<file path="src/design/ffe_pkg.sv">
// ----------------------------------------------------------------------------
// ffe_pkg
// Types, constants and helpers shared by the form field extractor.
// ----------------------------------------------------------------------------
package ffe_pkg;

  localparam int unsigned KeyMaxBytes    = 16;
  localparam int unsigned RawBufferBytes = 256;
  localparam int unsigned RawCntW        = $clog2(RawBufferBytes);
  localparam int unsigned KeyIdxW        = $clog2(KeyMaxBytes + 1);
  localparam int unsigned MaxResults     = 4;
  localparam int unsigned ResCntW        = $clog2(MaxResults + 1);
  localparam int unsigned ResIdxW        = $clog2(MaxResults);
  localparam int unsigned CfgIdxW        = 8;

  // Character codes
  localparam logic [7:0] ChNul     = 8'h00;
  localparam logic [7:0] ChSpace   = 8'h20;
  localparam logic [7:0] ChPercent = 8'h25;
  localparam logic [7:0] ChAmp     = 8'h26;
  localparam logic [7:0] ChPlus    = 8'h2B;
  localparam logic [7:0] ChEq      = 8'h3D;
  localparam logic [7:0] ChDigit0  = 8'h30;
  localparam logic [7:0] ChDigit9  = 8'h39;
  localparam logic [7:0] ChUpperA  = 8'h41;
  localparam logic [7:0] ChUpperF  = 8'h46;
  localparam logic [7:0] ChLowerA  = 8'h61;
  localparam logic [7:0] ChLowerF  = 8'h66;
  localparam logic [7:0] HexAlphaBase = 8'd10;

  // Register reset values
  localparam logic [4:0] KeyLengthRst = 5'd4;
  localparam logic [7:0] MaxValueRst  = 8'd32;

  typedef enum logic [CfgIdxW-1:0] {
    CFG_KEY_LOW  = 8'd0,
    CFG_KEY_HIGH = 8'd1,
    CFG_KEY_LEN  = 8'd2,
    CFG_MAX_VAL  = 8'd3
  } cfg_reg_e;

  typedef enum logic [1:0] {
    PH_MATCH,
    PH_SKIP,
    PH_VALUE,
    PH_IDLE
  } scan_phase_e;

  typedef struct packed {
    logic [7:0] body_byte;
    logic       body_last;
  } in_item_t;

  typedef struct packed {
    logic [7:0] value_byte;
    logic       is_data;
    logic       key_found;
    logic       done_res;
  } out_item_t;

  typedef struct packed {
    logic [63:0] key_bytes_low;
    logic [63:0] key_bytes_high;
    logic [4:0]  key_length;
    logic [7:0]  max_value_bytes;
  } cfg_t;

  typedef struct packed {
    scan_phase_e          phase;
    logic [KeyIdxW-1:0]   key_idx;
    logic [RawCntW-1:0]   raw_cnt;
    logic [7:0]           dec_cnt;
    logic                 pend_pct;
    logic                 pend_hex_vld;
    logic [7:0]           pend_hex;
    logic                 finished;
  } scan_state_t;

  typedef struct packed {
    out_item_t [MaxResults-1:0] item;
    logic [ResCntW-1:0]         count;
  } step_res_t;

  localparam scan_state_t ScanReset = '{
    phase:        PH_MATCH,
    key_idx:      '0,
    raw_cnt:      '0,
    dec_cnt:      '0,
    pend_pct:     1'b0,
    pend_hex_vld: 1'b0,
    pend_hex:     '0,
    finished:     1'b0
  };

  function automatic logic is_hex(logic [7:0] c);
    return ((c >= ChDigit0) && (c <= ChDigit9)) ||
           ((c >= ChLowerA) && (c <= ChLowerF)) ||
           ((c >= ChUpperA) && (c <= ChUpperF));
  endfunction

  function automatic logic [3:0] hex_val(logic [7:0] c);
    logic [7:0] v;
    v = '0;
    if ((c >= ChDigit0) && (c <= ChDigit9)) begin
      v = c - ChDigit0;
    end else if ((c >= ChLowerA) && (c <= ChLowerF)) begin
      v = c - ChLowerA + HexAlphaBase;
    end else if ((c >= ChUpperA) && (c <= ChUpperF)) begin
      v = c - ChUpperA + HexAlphaBase;
    end
    return v[3:0];
  endfunction

endpackage

</file>
<file path="src/design/ffe_cfg_regs.sv">
// ----------------------------------------------------------------------------
// ffe_cfg_regs
// Configuration register file: key bytes, key length and output capacity.
// ----------------------------------------------------------------------------
module ffe_cfg_regs import ffe_pkg::*; (
  input  logic               clk_i,
  input  logic               rst_ni,
  input  logic               cfg_valid_i,
  output logic               cfg_ready_o,
  input  logic [CfgIdxW-1:0] cfg_index_i,
  input  logic [63:0]        cfg_data_i,
  output cfg_t               cfg_o
);

  cfg_t cfg_q, cfg_d;

  // Always take a write request
  assign cfg_ready_o = 1'b1;

  // Decode the register index
  always_comb begin
    cfg_d = cfg_q;
    if (cfg_valid_i) begin
      unique case (cfg_reg_e'(cfg_index_i))
        CFG_KEY_LOW:  cfg_d.key_bytes_low   = cfg_data_i;
        CFG_KEY_HIGH: cfg_d.key_bytes_high  = cfg_data_i;
        CFG_KEY_LEN:  cfg_d.key_length      = cfg_data_i[4:0];
        CFG_MAX_VAL:  cfg_d.max_value_bytes = cfg_data_i[7:0];
        default:      cfg_d = cfg_q;
      endcase
    end
  end

  always_ff @(posedge clk_i or negedge rst_ni) begin
    if (!rst_ni) begin
      cfg_q.key_bytes_low   <= '0;
      cfg_q.key_bytes_high  <= '0;
      cfg_q.key_length      <= KeyLengthRst;
      cfg_q.max_value_bytes <= MaxValueRst;
    end else begin
      cfg_q <= cfg_d;
    end
  end

  assign cfg_o = cfg_q;

endmodule

</file>
<file path="src/design/ffe_scan.sv">
// ----------------------------------------------------------------------------
// ffe_scan
// Scanner state and single-pass step logic: key match, value decode and
// the result list that one body byte produces.
// ----------------------------------------------------------------------------
module ffe_scan import ffe_pkg::*; (
  input  logic      clk_i,
  input  logic      rst_ni,
  input  logic      step_i,
  input  in_item_t  item_i,
  input  cfg_t      cfg_i,
  output step_res_t res_o
);

  scan_state_t state_q, state_d, mid;

  logic [7:0]                  b;
  logic [KeyIdxW-1:0]          klen;
  logic [7:0]                  key_ch;
  logic [MaxResults-1:0][7:0]  cand;
  logic [ResIdxW-1:0]          ncand;
  logic                        do_plain;
  logic                        close_v;
  logic                        mark_v;
  logic                        mark_found;
  logic [7:0]                  room;
  logic [ResIdxW-1:0]          nemit;

  assign b = item_i.body_byte;

  // Clamp key length to the key storage
  assign klen = (cfg_i.key_length > KeyIdxW'(KeyMaxBytes)) ?
                KeyIdxW'(KeyMaxBytes) : cfg_i.key_length;

  // Select the expected key character
  always_comb begin
    if (state_q.key_idx[3]) begin
      key_ch = cfg_i.key_bytes_high[{state_q.key_idx[2:0], 3'b000} +: 8];
    end else begin
      key_ch = cfg_i.key_bytes_low[{state_q.key_idx[2:0], 3'b000} +: 8];
    end
  end

  // Advance the scanner by one byte and collect decoded candidates
  always_comb begin
    mid        = state_q;
    cand       = '0;
    ncand      = '0;
    do_plain   = 1'b0;
    close_v    = 1'b0;
    mark_v     = 1'b0;
    mark_found = 1'b0;

    unique case (state_q.phase)
      PH_MATCH: begin
        if (b == ChNul) begin
          mid.phase = PH_IDLE;
        end else if (state_q.key_idx < klen) begin
          if (b == key_ch) begin
            mid.key_idx = state_q.key_idx + 1'b1;
          end else if (b == ChAmp) begin
            mid.key_idx = '0;
          end else begin
            mid.phase = PH_SKIP;
          end
        end else if (b == ChEq) begin
          mid.phase        = PH_VALUE;
          mid.raw_cnt      = '0;
          mid.dec_cnt      = '0;
          mid.pend_pct     = 1'b0;
          mid.pend_hex_vld = 1'b0;
          mid.pend_hex     = '0;
        end else if (b == ChAmp) begin
          mid.key_idx = '0;
        end else begin
          mid.phase = PH_SKIP;
        end
      end
      PH_SKIP: begin
        if (b == ChNul) begin
          mid.phase = PH_IDLE;
        end else if (b == ChAmp) begin
          mid.phase   = PH_MATCH;
          mid.key_idx = '0;
        end
      end
      PH_VALUE: begin
        if ((b == ChNul) || (b == ChAmp)) begin
          close_v = 1'b1;
        end else if (state_q.raw_cnt < RawCntW'(RawBufferBytes - 1)) begin
          mid.raw_cnt = state_q.raw_cnt + 1'b1;
          if (state_q.pend_pct) begin
            if (!state_q.pend_hex_vld) begin
              if (is_hex(b)) begin
                // hold first hex digit
                mid.pend_hex_vld = 1'b1;
                mid.pend_hex     = b;
              end else begin
                // lone percent passes through
                cand[ncand]      = ChPercent;
                ncand            = ncand + 1'b1;
                mid.pend_pct     = 1'b0;
                mid.pend_hex_vld = 1'b0;
                mid.pend_hex     = '0;
                do_plain         = 1'b1;
              end
            end else if (is_hex(b)) begin
              // full escape: two digits make one byte
              cand[ncand]      = {hex_val(state_q.pend_hex), hex_val(b)};
              ncand            = ncand + 1'b1;
              mid.pend_pct     = 1'b0;
              mid.pend_hex_vld = 1'b0;
              mid.pend_hex     = '0;
            end else begin
              // broken escape: percent and held digit pass through
              cand[ncand]      = ChPercent;
              ncand            = ncand + 1'b1;
              cand[ncand]      = state_q.pend_hex;
              ncand            = ncand + 1'b1;
              mid.pend_pct     = 1'b0;
              mid.pend_hex_vld = 1'b0;
              mid.pend_hex     = '0;
              do_plain         = 1'b1;
            end
          end else begin
            do_plain = 1'b1;
          end
        end
      end
      PH_IDLE: begin
        mid = state_q;
      end
      default: begin
        mid = state_q;
      end
    endcase

    // Plain byte handling
    if (do_plain) begin
      if (b == ChPlus) begin
        cand[ncand] = ChSpace;
        ncand       = ncand + 1'b1;
      end else if (b == ChPercent) begin
        mid.pend_pct = 1'b1;
      end else begin
        cand[ncand] = b;
        ncand       = ncand + 1'b1;
      end
    end

    // Close the value: flush pending escape, then the found marker
    if (close_v || (item_i.body_last && (mid.phase == PH_VALUE))) begin
      if (mid.pend_pct) begin
        cand[ncand] = ChPercent;
        ncand       = ncand + 1'b1;
        if (mid.pend_hex_vld) begin
          cand[ncand] = mid.pend_hex;
          ncand       = ncand + 1'b1;
        end
      end
      mid.pend_pct     = 1'b0;
      mid.pend_hex_vld = 1'b0;
      mid.pend_hex     = '0;
      mid.finished     = 1'b1;
      mid.phase        = PH_IDLE;
      mark_v           = 1'b1;
      mark_found       = 1'b1;
    end else if (item_i.body_last && !mid.finished) begin
      mark_v = 1'b1;
    end
  end

  // Saturate data at the output capacity
  always_comb begin
    room  = (cfg_i.max_value_bytes > mid.dec_cnt) ?
            (cfg_i.max_value_bytes - mid.dec_cnt) : 8'd0;
    nemit = (room < {{(8 - ResIdxW){1'b0}}, ncand}) ? room[ResIdxW-1:0] : ncand;
  end

  // Build the result list and the next state
  always_comb begin
    state_d         = mid;
    state_d.dec_cnt = mid.dec_cnt + {{(8 - ResIdxW){1'b0}}, nemit};
    if (item_i.body_last) begin
      state_d = ScanReset;
    end

    for (int i = 0; i < MaxResults; i++) begin
      res_o.item[i] = '{value_byte: cand[i], is_data: 1'b1,
                        key_found: 1'b0, done_res: 1'b0};
    end
    if (mark_v) begin
      res_o.item[nemit] = '{value_byte: ChNul, is_data: 1'b0,
                            key_found: mark_found, done_res: 1'b1};
    end
    res_o.count = ResCntW'(nemit) + ResCntW'(mark_v);
  end

  // Hold the scanner state between bytes
  always_ff @(posedge clk_i or negedge rst_ni) begin
    if (!rst_ni) begin
      state_q <= ScanReset;
    end else if (step_i) begin
      state_q <= state_d;
    end
  end

endmodule

</file>
<file path="src/design/ffe_result_buf.sv">
// ----------------------------------------------------------------------------
// ffe_result_buf
// Result register: takes the result list of one step and drains it one
// request per cycle on the output channel while the output is ready.
// ----------------------------------------------------------------------------
module ffe_result_buf import ffe_pkg::*; (
  input  logic      clk_i,
  input  logic      rst_ni,
  input  logic      load_i,
  input  step_res_t res_i,
  output logic      can_load_o,
  output logic      out_valid_o,
  input  logic      out_ready_i,
  output out_item_t out_item_o
);

  out_item_t [MaxResults-1:0] item_q;
  logic [ResIdxW-1:0]         rd_q;
  logic [ResCntW-1:0]         cnt_q;
  logic                       pop;

  assign out_valid_o = (cnt_q != '0);
  assign out_item_o  = item_q[rd_q];
  assign pop         = out_valid_o && out_ready_i;

  // Free for a new list once the last held result leaves
  assign can_load_o = (cnt_q == '0) || ((cnt_q == ResCntW'(1)) && out_ready_i);

  // Payload: load the whole list
  always_ff @(posedge clk_i) begin
    if (load_i) begin
      item_q <= res_i.item;
    end
  end

  // Advance the read pointer and the fill count
  always_ff @(posedge clk_i or negedge rst_ni) begin
    if (!rst_ni) begin
      rd_q  <= '0;
      cnt_q <= '0;
    end else if (load_i) begin
      rd_q  <= '0;
      cnt_q <= res_i.count;
    end else if (pop) begin
      rd_q  <= rd_q + 1'b1;
      cnt_q <= cnt_q - 1'b1;
    end
  end

endmodule

</file>
<file path="src/design/form_field_extract_percent_decode_top.sv">
// A body byte passes the input register and the result register before its
// first result shows on the output; further results follow one per cycle
// while the output is ready. Throughput: one byte per cycle while each byte
// gives at most one result and the output is ready; else the input side
// holds while the result buffer drains (up to 4 results). Reset clears the
// scanner, empties the buffers and loads key length 4 and capacity 32.
// ----------------------------------------------------------------------------
// form_field_extract_percent_decode_top
// Streams an urlencoded form body, finds the configured key and emits its
// percent-decoded value followed by an end marker.
// ----------------------------------------------------------------------------
module form_field_extract_percent_decode_top import ffe_pkg::*; (
  input  logic               clk_i,
  input  logic               rst_ni,
  input  logic               in_valid_i,
  output logic               in_ready_o,
  input  in_item_t           in_item_i,
  output logic               out_valid_o,
  input  logic               out_ready_i,
  output out_item_t          out_item_o,
  input  logic               cfg_valid_i,
  output logic               cfg_ready_o,
  input  logic [CfgIdxW-1:0] cfg_index_i,
  input  logic [63:0]        cfg_data_i
);

  cfg_t      cfg;
  step_res_t step_res;
  in_item_t  in_q;
  logic      in_valid_q;
  logic      can_load;
  logic      step;

  // Step the scanner when a byte is held and the result buffer frees up
  assign step       = in_valid_q && can_load;
  assign in_ready_o = !in_valid_q || step;

  // Input register: payload
  always_ff @(posedge clk_i) begin
    if (in_valid_i && in_ready_o) begin
      in_q <= in_item_i;
    end
  end

  // Input register: valid flag
  always_ff @(posedge clk_i or negedge rst_ni) begin
    if (!rst_ni) begin
      in_valid_q <= 1'b0;
    end else if (in_ready_o) begin
      in_valid_q <= in_valid_i;
    end
  end

  ffe_cfg_regs u_cfg (
    .clk_i       (clk_i),
    .rst_ni      (rst_ni),
    .cfg_valid_i (cfg_valid_i),
    .cfg_ready_o (cfg_ready_o),
    .cfg_index_i (cfg_index_i),
    .cfg_data_i  (cfg_data_i),
    .cfg_o       (cfg)
  );

  ffe_scan u_scan (
    .clk_i  (clk_i),
    .rst_ni (rst_ni),
    .step_i (step),
    .item_i (in_q),
    .cfg_i  (cfg),
    .res_o  (step_res)
  );

  ffe_result_buf u_res (
    .clk_i       (clk_i),
    .rst_ni      (rst_ni),
    .load_i      (step),
    .res_i       (step_res),
    .can_load_o  (can_load),
    .out_valid_o (out_valid_o),
    .out_ready_i (out_ready_i),
    .out_item_o  (out_item_o)
  );

endmodule

</file>
<file path="config.mk">
export PLATFORM = sky130hd
export DESIGN_NAME = form_field_extract_percent_decode_top
export DESIGN_NICKNAME = d
export VERILOG_FILES = /design/src/design/ffe_pkg.sv /design/src/design/ffe_cfg_regs.sv /design/src/design/ffe_scan.sv /design/src/design/ffe_result_buf.sv /design/src/design/form_field_extract_percent_decode_top.sv
export SDC_FILE = /design/constraint.sdc
export NUM_CORES = 1
export LEC_CHECK = 0
export ABC_AREA = 1
export BUFFER_PORTS_ARGS = -buffer_cell sky130_fd_sc_hd__buf_2
export CAP_MARGIN = 20
export CORE_ASPECT_RATIO = 1.2
export CORE_MARGIN = 2
export CORE_UTILIZATION = 62
export CTS_CLUSTER_DIAMETER = 60
export DETAILED_ROUTE_END_ITERATION = 8
export PLACE_DENSITY = 0.92
export SLEW_MARGIN = 20
export SYNTH_ARGS = -nofsm -noshare
export SYNTH_HDL_FRONTEND = slang
export SYNTH_HIERARCHICAL = 1
export SYNTH_SLANG_ARGS = --single-unit
</file>
<file path="constraint.sdc">
create_clock -name clk_i -period 6.5 [get_ports clk_i]
set_clock_uncertainty 0.2 [all_clocks]
set_input_delay 0.325 -clock clk_i [delete_from_list [all_inputs] [get_ports clk_i]]
set_output_delay 0.325 -clock clk_i [all_outputs]
set_load 0.1 [all_outputs]
</file>
-- Yosys cells after proc, flatten, opt, wreduce, memory -nomap -nowiden
Cells that the tools add are included.
- add/sub/neg operators: 20
- $lt $le $gt $ge: 26
- equality and inequality tests: 20
- shift-type cells: 2
- muxes and demuxes: 98
- bitwise gates (word level): 6
- reductions and logical operators: 40
- operators by type and width (cell ; number):
    $mux 32 ; 6
    $shiftx 64x7->8 ; 2
    $mux 8 ; 12
    $bwmux 32 ; 2
    $mux 16 ; 4
    $mux 26 ; 2
    $demux 8 s2 ; 3
    $bwmux 44 ; 1
    $mux 44 ; 1
    $mux 2 ; 21
    $mux 10 ; 4
    $mux 34 ; 1
    $mux 11 ; 3
    $eq 8x6->1 const B ; 4
    $ge 8x7->1 const B ; 4
    $le 8x7->1 const B ; 4
    $mux 31 ; 1
    $and 14x28->28 ; 1
    $not 28->28 ; 1
    $mux 5 ; 5
    $mux 4 ; 6
    $sub 4x1->4 const B ; 6
    $bmux 11 s2 ; 1
    $demux 11 s2 ; 1
    other kinds (49) ; 116
- flip-flop bits (word level): 234
- input bits: 86
- output and inout port bits: 14
- word-level logic and storage cells: 245

-- Logic depth before layout (Yosys ltp)
Gate-level depths: netlist of the first run.
- word-level depth: 27
- mapped depth: 38
- gate-level depth less buffers: 37

-- Cells and area by module
The synthesis of the first run kept the hierarchy.
- by module, submodules not included (module ; instances ; cells each ; area an instance (µm²) ; sequential area each (µm²)):
    ffe_scan ; 1 ; 1218 ; 6638.9 ; 850.8
    ffe_cfg_regs ; 1 ; 630 ; 5749.3 ; 3530.9
    ffe_result_buf ; 1 ; 166 ; 2025.7 ; 1446.4
    form_field_extract_percent_decode_top ; 1 ; 17 ; 322.8 ; 295.3

-- Worst setup path after synthesis of the first run
No wires, ideal clock.
- kind: reg2reg
- start: register u_cfg.cfg_q, in the netlist u_cfg/cfg_o[8]
- end: register u_scan/state_q[17] (netlist name)
- library setup time: 0.131 ns
- arrival time: 5.460 ns
- data required time: 6.169 ns
- setup slack: 0.709 ns
- cell stages (with the launch flop): 35
- path buffers: 0
- period minus slack after synthesis: 5.791 ns
- path through: dfrtp_1 o41ai_1 nand2_1 ha_1 nand2_1 inv_1 o21ai_0 nand2_1 nor2_1 inv_1 nand2_1 clkinv_1 nor2_1 inv_1 ha_1 nand2_1 o21ai_0 a21oi_1 o21ai_0 a21oi_1 o21bai_1 nand2_1 nor2_1 ha_1 nand2_2 nand2_2 nand2_1 nand2_4 ha_1 fa_1 nand2_1 nor3_1 nand2_1 xor2_1 o22ai_1
- word-level cells in the longest chain between the ends: 15
- elaborated cells between the ends (all ways): 26
- classes of those cells: 2 x add/sub; 4 x order compare; 1 x eq/ne; 17 x mux; 2 x reduce/logical
- RTL lines (what ; RTL line ; RTL):
    start, declared ; ffe_cfg_regs.sv:15 ; cfg_t cfg_q, cfg_d;
    start signal, assigned ; ffe_cfg_regs.sv:41 ; cfg_q <= cfg_d;
    $gt 5x5->1 ; ffe_scan.sv:32 ; assign klen = (cfg_i.key_length > KeyIdxW'(KeyMaxBytes)) ?
    $mux 5 (*) ; ffe_scan.sv:32 ;
    $lt 5x5->1 (*) ; ffe_scan.sv:58 ; end else if (state_q.key_idx < klen) begin
    parallel branches: the longest is 10 deep, another holds $sub 8x8->8 ; n/a ;
    $add 8x2->8 (*) ; ffe_scan.sv:183 ; state_d.dec_cnt = mid.dec_cnt + {{(8 - ResIdxW){1'b0}}, nemit};
    $mux 34 (*) ; ffe_scan.sv:184 ; if (item_i.body_last) begin
    end signal, assigned ; ffe_scan.sv:202 ; state_q <= ScanReset;
    end signal, assigned ; ffe_scan.sv:204 ; state_q <= state_d;
    end, declared ; ffe_scan.sv:15 ; scan_state_t state_q, state_d, mid;
Mark *: on every way between the ends. The select of a mux whose other input is x is not followed.
A chain may end at the register's enable or synchronous reset.

-- Final worst setup path of the first run
- start: register u_cfg.cfg_q, in the netlist u_cfg/cfg_o[9]
- end: register u_scan/state_q[17] (netlist name)
Same word-level chain as after synthesis.

==> results of run 1 <==
-- cell usage in the layout (no fill, tap or decap), drive strengths merged, types with 7 or more instances in the layout --
master	count
dlygate4sd3	76
dfrtp	179
nor3	26
or2	11
o211ai	20
clkinv	13
nand4	7
buf	119
ha	41
edfxtp	53
a21oi	40
clkbuf	37
a31oi	16
nand3	266
nand2	708
nor4	7
nor2	131
inv	278
o21ai	87
o22ai	26
-- critical path: cells and delay by family (launching register included) --
family | cells | cell delay [ns]
compound gates | 8 | 1.49
xor+xnor | 1 | 0.14
fa+ha+maj | 5 | 1.57
buf+inv | 4 | 0.38
flops | 1 | 0.42
simple gates | 16 | 1.87
-- flip-flops by register name, indices dropped and copies added, names as in the netlist --
register / count
u_cfg/cfg_o: 141
u_res/item_q: 44
u_scan/state_q: 34
in_q: 9
u_res/cnt_q: 3
u_res/rd_q: 2
in_valid_q: 1
-- final cells by class --
cell class / count / share of cell area, %
Clock buffer: 36 / 4.28
Sequential cell: 234 / 36.3
Tap cell: 315 / 2.34
Antenna cell: 1 / 0.0148
Multi-Input combinational cell: 1430 / 41.8
Timing Repair Buffer: 196 / 8.46
Clock inverter: 9 / 0.401
Inverter: 285 / 6.39
-- worst min path at each step --
stage	from	end	slack, ns	cells after the start
3_5_place_dp	u_cfg/cfg_o[140]	u_cfg/cfg_o[140]	0.26	2
4_1_cts	cfg_index_i[2]	u_cfg/cfg_o[77]	0.09	6
6_report	cfg_index_i[2]	u_cfg/cfg_o[77]	0.11	6
2_1_floorplan	rst_ni	in_valid_q	-0.17	0
3_3_place_gp	u_cfg/cfg_o[64]	u_cfg/cfg_o[64]	0.25	2
5_1_grt	cfg_index_i[0]	u_cfg/cfg_o[8]	0.15	5
-- layer usage --
| layer | GRT usage [%] | vias to the layer above |
|---|---|---|
| met5 | 0 | - |
| met4 | 19.7 | 0 |
| met3 | 5.07 | 221 |
| met2 | 58.7 | 1008 |
| met1 | 42.9 | 6789 |
| li1 | - | 6797 |
-- per-stage QoR --
stage / hold slack (ns) / worst slack, ns / cell area (sq um)
3_3_place_gp: 0.253 / 0.452 / 15200
6_report: 0.108 / 0.302 / 16900
2_1_floorplan: -0.171 / 0.709 / 14700
3_5_place_dp: 0.258 / 0.00935 / 15200
4_1_cts: 0.0944 / 0.147 / 16800
5_1_grt: 0.154 / -0.0142 / 16900
-- power groups by stage --
stage / combinational, mW / clock [mW] / sequential (mW)
3_5_place_dp: 2.01 / 0 / 1.97
5_1_grt: 2.29 / 1.46 / 1.98
3_3_place_gp: 1.96 / 0 / 1.96
4_1_cts: 2.06 / 1.40 / 1.94
2_1_floorplan: 1.61 / 0 / 1.89
6_report: 2.10 / 1.39 / 1.95
-- cells by family after synthesis --
kind of cell / after synthesis / synth area share (%)
and+or+nand+nor: 1161 / 34.3
xor gates and xnor gates: 8 / 0.603
AOI/OAI and AO/OA: 215 / 8.68
adders and majority gates: 43 / 3.75
muxes: 2 / 0.136
buffers and inverters: 367 / 11.0
DFF: 234 / 41.6
other: 1 / 0.0254
-- timing repair --
item	in CTS	in global routing
buffers inserted	0	2
setup endpoints to repair	2	10
hold buffers	76	0
pin swaps	0	1
endpoints found under the hold margin	256	0
resized for setup	1	12
==> results.toml, run 1 <==
[floorplanning]
io_pins = 100
die_h_um = 173
row_count = 61
initial_core_util_pct = 63.3
dieWidth_um = 145
fp.coreArea_sq_mm = 0.0233
die_area_sq_mm = 0.0250

[synthesis]
yosysMostFrequentCell = "nand2_1"
synth.net_count = 2160
synth-edff-count = 53
synth_warnings = 6
synth.yosys.seq_area_share_pct = 41.6
synth.distinct_cells = 60
synthArstFlopShare_pct = 77.4
synth_cells = 2031
yosys.area.top_type = "dfrtp_1"
synth_common_cells = "nand2_1, inv_1, nand3_1, dfrtp_1, nor2_1"
ys.flop_type = "dfrtp_1"
synthTopCellsByArea = "dfrtp_1, nand2_1, edfxtp_1"
netlist_area_sq_mm = 0.0147
synth_top_area_share_pct = 30.4
synth.ff_latch_count = 234
syn_avg_cell_area_sq_um = 7.26

[clocking]
numCtsBuffers = 25
htreeDepth = 1
cts-root-buf = "clkbuf_16"
clockBufferDepth = 3
cts.clk_slew.worst_paths_ns = 0.06
clkSinkCount = 234
cts_tree = "done"
clock_latency_ns = 0.54

[power]
powerDensity_mw_per_mm2 = 323
p_total_mw = 5.44
switching_share_pct = 43.8
seqPwrFrac_pct = 35.8
p_switching_mw = 2.38
internal_power_mw = 3.06
irDropWorstVdd_mv = 0.203
clockPowerShare_pct = 25.6
power_leakage_nw = 8.87
combPwrFrac_pct = 38.6

[setup_path]
r2r-end = "u_scan/state_q[17]"
r2r_cells = 34
r2r_setup_slack_ns = 0.30
max_stage_delay_ns = 0.42
reg2reg_from = "u_cfg/cfg_o[9]"
critPathCaptureType = "flop"
crit_end = "u_scan/state_q[17]"
worst_setup_path_start_kind = "flop"
arrival_ns = 6.38
path_max_fanout = 6
path_common_cell = "nand2_1"
crit_start = "u_cfg/cfg_o[9]"
cp.required_ns = 6.68
crit_slowest_cell = "dfrtp_1"
setup.worst_path.class = "flop to flop"

[routing]
drtAntennaViolNets = 0
drtPass1Iterations = 6
drc = 0
via_per_inst = 5.91
wire_per_inst_um = 17.7
routed.top_layer = "met4"
dr_wl_met2_mm = 21.6
wirelength_mm = 44.2
vias = 14800
wl_met3_mm = 4.06
drt_iter0_markers = 1684
met1Wirelength_mm = 16.0

[timing]
maxClockFrequency_mhz = 161
tightest_slew_ns = 0.995
post-route-period-util_pct = 95.4
relSlewSlack_pct = 33.7
setup_viol = 0
drv_slew = 0
tns_ns = 0
finalHoldViolCount = 0
min_period_ns = 6.20

[finish]
area_growth_pct = 14.4
seqCellArea_sq_mm = 0.00612
multi_input_area_sq_mm = 0.00704
fin_cells = 2506
drive_gt1_share_pct = 11.0
fillCellCount = 1736
utilization_pct = 72.4
nets = 2301

[placed_design]
port-buffer-count = 98
placed_cells = 2382
gp_congestion = 0.950
dp_hpwl_mm = 27.6

[global_route]
grt_pass1_vias = 14400
grt_max_degree = 108
grt_use_total_pct = 35.0
antenna_found_initial = 0
grt-ovfl-total = 0
grt_pass1_wl_mm = 71.1

[run]
maxCapViolCount = 0

[min_path]
hold_class = "input pin to flop"

[status]
status = "complete, no violations"
(Power assumes the default switching activity.)
==> inputs of run 2 (changes only) <==
--- a/config.mk
+++ b/config.mk
@@ -8,12 +8,14 @@
 export ABC_AREA = 1
 export BUFFER_PORTS_ARGS = -buffer_cell sky130_fd_sc_hd__buf_2
 export CAP_MARGIN = 20
+export CELL_PAD_IN_SITES_DETAIL_PLACEMENT = 2
+export CELL_PAD_IN_SITES_GLOBAL_PLACEMENT = 2
 export CORE_ASPECT_RATIO = 1.2
 export CORE_MARGIN = 2
-export CORE_UTILIZATION = 62
+export CORE_UTILIZATION = 38
 export CTS_CLUSTER_DIAMETER = 60
 export DETAILED_ROUTE_END_ITERATION = 8
-export PLACE_DENSITY = 0.92
+export PLACE_DENSITY = 0.95
 export SLEW_MARGIN = 20
 export SYNTH_ARGS = -nofsm -noshare
 export SYNTH_HDL_FRONTEND = slang
==> constraint.sdc (replaced) <==
create_clock -name clk_i -period 8 [get_ports clk_i]
set_clock_uncertainty 0.2 [all_clocks]
set_input_delay 0.4 -clock clk_i [delete_from_list [all_inputs] [get_ports clk_i]]
set_output_delay 0.4 -clock clk_i [all_outputs]
set_load 0.1 [all_outputs]
==> results.toml, run 2 (synthesized netlist as in run 1, its figures left out) <==
[clocking]
numCtsBuffers = 28
cts.clk_slew.worst_paths_ns = 0.07
htreeDepth = 1
cts_setup_buffers = 0
clockBufferDepth = 3
cts_tree = "done"
clock_latency_ns = 0.58
cts-root-buf = "clkbuf_16"
clkSinkCount = 234

[placed_design]
port-buffer-count = 98
placed_cells = 2546
dp_hpwl_mm = 40.5
gp_congestion = 0.901
place_ws_ns = 0.707

[finish]
area_growth_pct = 16.3
utilization_pct = 44.5
nets = 2294
layout_commonest_cell = "nand2_1"
most-common-layout-cells = "nand2_1, inv_1, nand3_1, dfrtp_1, nor2_1"
drive_gt1_share_pct = 10.6
largest_reg_flops = 141
insertedDiodeCount = 0
fin_cells = 2673

[setup_path]
crit_end = "u_scan/state_q[17]"
cp.required_ns = 8.21
path_common_cell = "nand2_1"
critPathCaptureType = "flop"
arrival_ns = 7.58
crit_slowest_cell = "o41ai_2"
r2r-end = "u_scan/state_q[17]"
path_max_fanout = 9
setup.worst_path.class = "flop to flop"
reg2reg_from = "u_cfg/cfg_o[8]"
max_stage_delay_ns = 0.48
worst_setup_path_start_kind = "flop"
r2r_cells = 34
crit_start = "u_cfg/cfg_o[8]"
r2r_setup_slack_ns = 0.63

[routing]
drc = 0
drtAntennaViolNets = 0
drtPass1Iterations = 5
drt_iter0_markers = 1174
via_per_inst = 5.84
wirelength_mm = 70.8
vias = 15600
wire_per_inst_um = 26.5

[timing]
rsz0062_at_grt = "no"
finalHoldViolCount = 0
min_period_ns = 7.37
hold_slack_ns = 0.0908
post-route-worst-setup-slack_ns = 0.633
tns_ns = 0
maxClockFrequency_mhz = 136
relSlewSlack_pct = 22.1
setup_viol = 0
drv_slew = 0
post-route-period-util_pct = 92.1
tightest_slew_ns = 1.16

[floorplanning]
die_h_um = 220
fp.coreArea_sq_mm = 0.0385
initial_core_util_pct = 38.2
row_count = 79
io_pins = 100
dieWidth_um = 184
die_area_sq_mm = 0.0404

[global_route]
grt_use_met1_pct = 37.4
grt_max_degree = 74
busiest_layer = "met2"
antenna_found_initial = 0
grt_pass1_wl_mm = 108
grt-ovfl-total = 0
grt_pass1_vias = 17900
grt_use_total_pct = 35.2
met2_usage_pct = 66.2
use_met3_pct = 4.41

[status]
status = "complete, no violations"

[power]
irDropWorstVdd_mv = 0.388
powerDensity_mw_per_mm2 = 282
power_leakage_nw = 8.91

[min_path]
hold_class = "input pin to flop"

[run]
maxCapViolCount = 0
run 2: what timing repair did:
item | CTS | global route
endpoints found under the hold margin | 209 | 0
setup endpoints to repair | 0 | 3
resized for setup | 0 | 4
hold buffers | 75 | 0
run 2: layer usage:
layer | part of all wire [%] | up-vias | wire [um]
met2 | 53 | 622 | 37600
li1 | - | 6769 | -
met5 | 0 | - | 0
met3 | 4.6 | 287 | 3280
met1 | 36 | 7926 | 25400
met4 | 6.4 | 0 | 4530
run 2: final cells by class:
class | instances | area, sq um
fill | 4414 | 21400
multi-input combinational | 1430 | 7010
sequential | 234 | 6120
timing repair buffer | 186 | 1350
inverter | 285 | 1080
clock buffer | 42 | 856
tap | 486 | 608
clock inverter | 10 | 114
run 2: worst min-delay path by stage:
stage,slack [ns],endpoint,from,cells after the start
after floorplan,-0.1,in_valid_q,rst_ni,0
after global placement,0.23,u_res/rd_q[1],rst_ni,1
after detailed placement,0.23,u_res/rd_q[1],rst_ni,1
after CTS,0.08,u_res/cnt_q[2],out_ready_i,5
after global routing,0.14,u_res/cnt_q[2],out_ready_i,5
final,0.09,u_res/cnt_q[2],out_ready_i,5
run 2: worst max-delay path: cells and delay by family (launching register included):
| kind | cells | cell delay, ns |
|---|---|---|
| adder cells (fa/ha/maj) | 5 | 1.60 |
| AND/OR/NAND/NOR | 16 | 2.22 |
| XOR/XNOR | 1 | 0.30 |
| flip-flops | 1 | 0.43 |
| AO/OA/AOI/OAI | 8 | 1.85 |
| buffers and inverters | 4 | 0.59 |
run 2: stage by stage:
stage	power, mW	instance area, sq um
after global routing	5.04	17100
final	4.84	17100
after floorplan	2.84	14700
after global placement	3.22	15400
after CTS	4.82	17100
after detailed placement	3.36	15400
run 2: power breakdown:
| group | switching [mW] | total (mW) | internal [mW] |
|---|---|---|---|
| clock network | 0.592 | 1.40 | 0.806 |
| logic | 1.43 | 1.83 | 0.403 |
| registers | 0.165 | 1.61 | 1.45 |
| total | 2.19 | 4.84 | 2.66 |
==> inputs of run 3 (changes only) <==
--- a/config.mk
+++ b/config.mk
@@ -12,10 +12,10 @@
 export CELL_PAD_IN_SITES_GLOBAL_PLACEMENT = 2
 export CORE_ASPECT_RATIO = 1.2
 export CORE_MARGIN = 2
-export CORE_UTILIZATION = 38
+export CORE_UTILIZATION = 36
 export CTS_CLUSTER_DIAMETER = 60
 export DETAILED_ROUTE_END_ITERATION = 8
-export PLACE_DENSITY = 0.95
+export PLACE_DENSITY = 0.92
 export SLEW_MARGIN = 20
 export SYNTH_ARGS = -nofsm -noshare
 export SYNTH_HDL_FRONTEND = slang
==> constraint.sdc (replaced) <==
create_clock -name clk_i -period 7.7 [get_ports clk_i]
set_clock_uncertainty 0.2 [all_clocks]
set_input_delay 0.385 -clock clk_i [delete_from_list [all_inputs] [get_ports clk_i]]
set_output_delay 0.385 -clock clk_i [all_outputs]
set_load 0.1 [all_outputs]
==> results.toml, run 3 (synthesized netlist as in run 1, its figures left out) <==
[status]
status = "complete, no violations"

[timing]
maxClockFrequency_mhz = 141
drv_slew = 0
tightest_slew_ns = 0.987
hold_slack_ns = 0.0304
tns_ns = 0
min_period_ns = 7.10
finalHoldViolCount = 0
relSlewSlack_pct = 34.2
post-route-period-util_pct = 92.1
setup_viol = 0

[global_route]
grt_max_degree = 115
grt_use_total_pct = 31.9
grt-ovfl-total = 0
grt_pass1_vias = 17700
antenna_found_initial = 0
grt_pass1_wl_mm = 105

[floorplanning]
die_area_sq_mm = 0.0426
die_h_um = 226
dieWidth_um = 189
io_pins = 100
fp.coreArea_sq_mm = 0.0405
initial_core_util_pct = 36.4
row_count = 81

[setup_path]
crit_slowest_cell = "dfrtp_1"
setup.worst_path.class = "flop to flop"
arrival_ns = 7.42
cp.required_ns = 8.03
path_common_cell = "nand2_1"
reg2reg_from = "u_cfg/cfg_o[8]"
crit_start = "u_cfg/cfg_o[8]"
worst_setup_path_start_kind = "flop"
path_max_fanout = 9
max_stage_delay_ns = 0.45
critPathCaptureType = "flop"

[placed_design]
placed_cell_area_sq_mm = 0.0155
port-buffer-count = 98
dp_hpwl_mm = 39.3
gp_congestion = 0.906
placed_cells = 2600

[power]
p_switching_mw = 2.27
internal_power_mw = 2.77
switching_share_pct = 45.0
powerDensity_mw_per_mm2 = 292
clockPowerShare_pct = 29.4
power_leakage_nw = 8.93
irDropWorstVdd_mv = 0.428
combPwrFrac_pct = 37.4
seqPwrFrac_pct = 33.2

[finish]
drive_gt1_share_pct = 10.6
most-common-layout-cells = "nand2_1, inv_1, nand3_1, dfrtp_1, nor2_1"
area_growth_pct = 17.1
nets = 2298
finalInstanceArea_sq_mm = 0.0173
insertedDiodeCount = 0
fin_cells = 2731
fillCellCount = 4708
layout_commonest_cell = "nand2_1"
largest_reg_flops = 141
utilization_pct = 42.6

[routing]
drt_iter0_markers = 909
via_per_inst = 5.64
drtAntennaViolNets = 0
drtPass1Iterations = 5
drc = 0
vias = 15400
wirelength_mm = 67.5
wire_per_inst_um = 24.7

[min_path]
min_from = "cfg_index_i[1]"
hold_class = "input pin to flop"

[clocking]
numCtsBuffers = 30
cts.clk_slew.worst_paths_ns = 0.07
htreeDepth = 1
clockBufferDepth = 3
clkSinkCount = 234
cts_tree = "done"
cts_setup_buffers = 0
clock_latency_ns = 0.60
cts-root-buf = "clkbuf_16"

[run]
maxCapViolCount = 0
## run 3: cell count changes in the layout (fill, tap and decap cells not counted), sizes merged
| cell | before | now |
|---|---|---|
| buf | 111 | 112 |
| clkbuf | 42 | 38 |
| clkinvlp | 1 | 2 |
| clkinv | 14 | 18 |
| dlygate4sd3 | 75 | 76 |
| inv | 278 | 279 |
| bufinv | 2 | 3 |
## run 3: critical path, delay by kind of cell (launching register included)
| kind | cells | cell delay [ns] |
|---|---|---|
| buffers and inverters | 5 | 0.70 |
| adder cells (fa/ha/maj) | 3 | 0.93 |
| AO/OA/AOI/OAI | 11 | 2.16 |
| AND/OR/NAND/NOR | 15 | 2.39 |
| XOR/XNOR | 1 | 0.17 |
| flip-flops | 1 | 0.45 |
## run 3: power groups by stage
| stage | combinational (mW) | sequential [mW] | clock (mW) |
|---|---|---|---|
| 4_1_cts | 1.86 | 1.67 | 1.48 |
| 2_1_floorplan | 1.36 | 1.59 | 0 |
| 3_5_place_dp | 1.80 | 1.68 | 0 |
| 5_1_grt | 2.03 | 1.69 | 1.54 |
| 6_report | 1.88 | 1.67 | 1.48 |
| 3_3_place_gp | 1.70 | 1.66 | 0 |
## run 3: layer usage
| layer | up-vias | wire (um) | GRT usage (%) |
|---|---|---|---|
| met3 | 252 | 2570 | 3.92 |
| li1 | 6772 | - | - |
| met2 | 507 | 35900 | 60.2 |
| met4 | 0 | 4150 | 17.6 |
| met1 | 7874 | 25000 | 34.3 |
| met5 | - | 0 | 0 |
## run 3: repair_timing
| item | 4_1_cts | 5_1_grt |
|---|---|---|
| gates resized for setup | 0 | 5 |
| setup endpoints to repair | 0 | 8 |
| endpoints found under the hold margin | 227 | 0 |
| hold buffers | 76 | 0 |
## run 3: final timing paths
path	to	slack (ns)	cells past startpoint
max	u_scan/state_q[18]	0.60	35
min	u_cfg/cfg_o[78]	0.03	4
max reg2reg	u_scan/state_q[18]	0.60	35
min reg2reg	u_cfg/cfg_o[127]	0.28	2
max in group asynchronous	u_scan/state_q[30]	5.60	3
min in group asynchronous	u_res/rd_q[0]	0.22	2
## run 3: per-stage QoR
step / setup WS, ns / power [mW]
after floorplan: 1.91 / 2.95
after global placement: 1.19 / 3.35
after detailed placement: 0.507 / 3.48
after CTS: 0.193 / 5.01
after global routing: -0.00266 / 5.26
final: 0.604 / 5.04
## run 3: area by class of cell
class | count | area, sq um | area share (%)
clock inverters | 17 | 185 | 1.07
well taps | 539 | 674 | 3.91
clock buffers | 38 | 811 | 4.70
repair buffers | 188 | 1370 | 7.92
flip-flops and latches | 234 | 6120 | 35.5
inverters | 285 | 1080 | 6.26
multi-input cells | 1430 | 7020 | 40.7
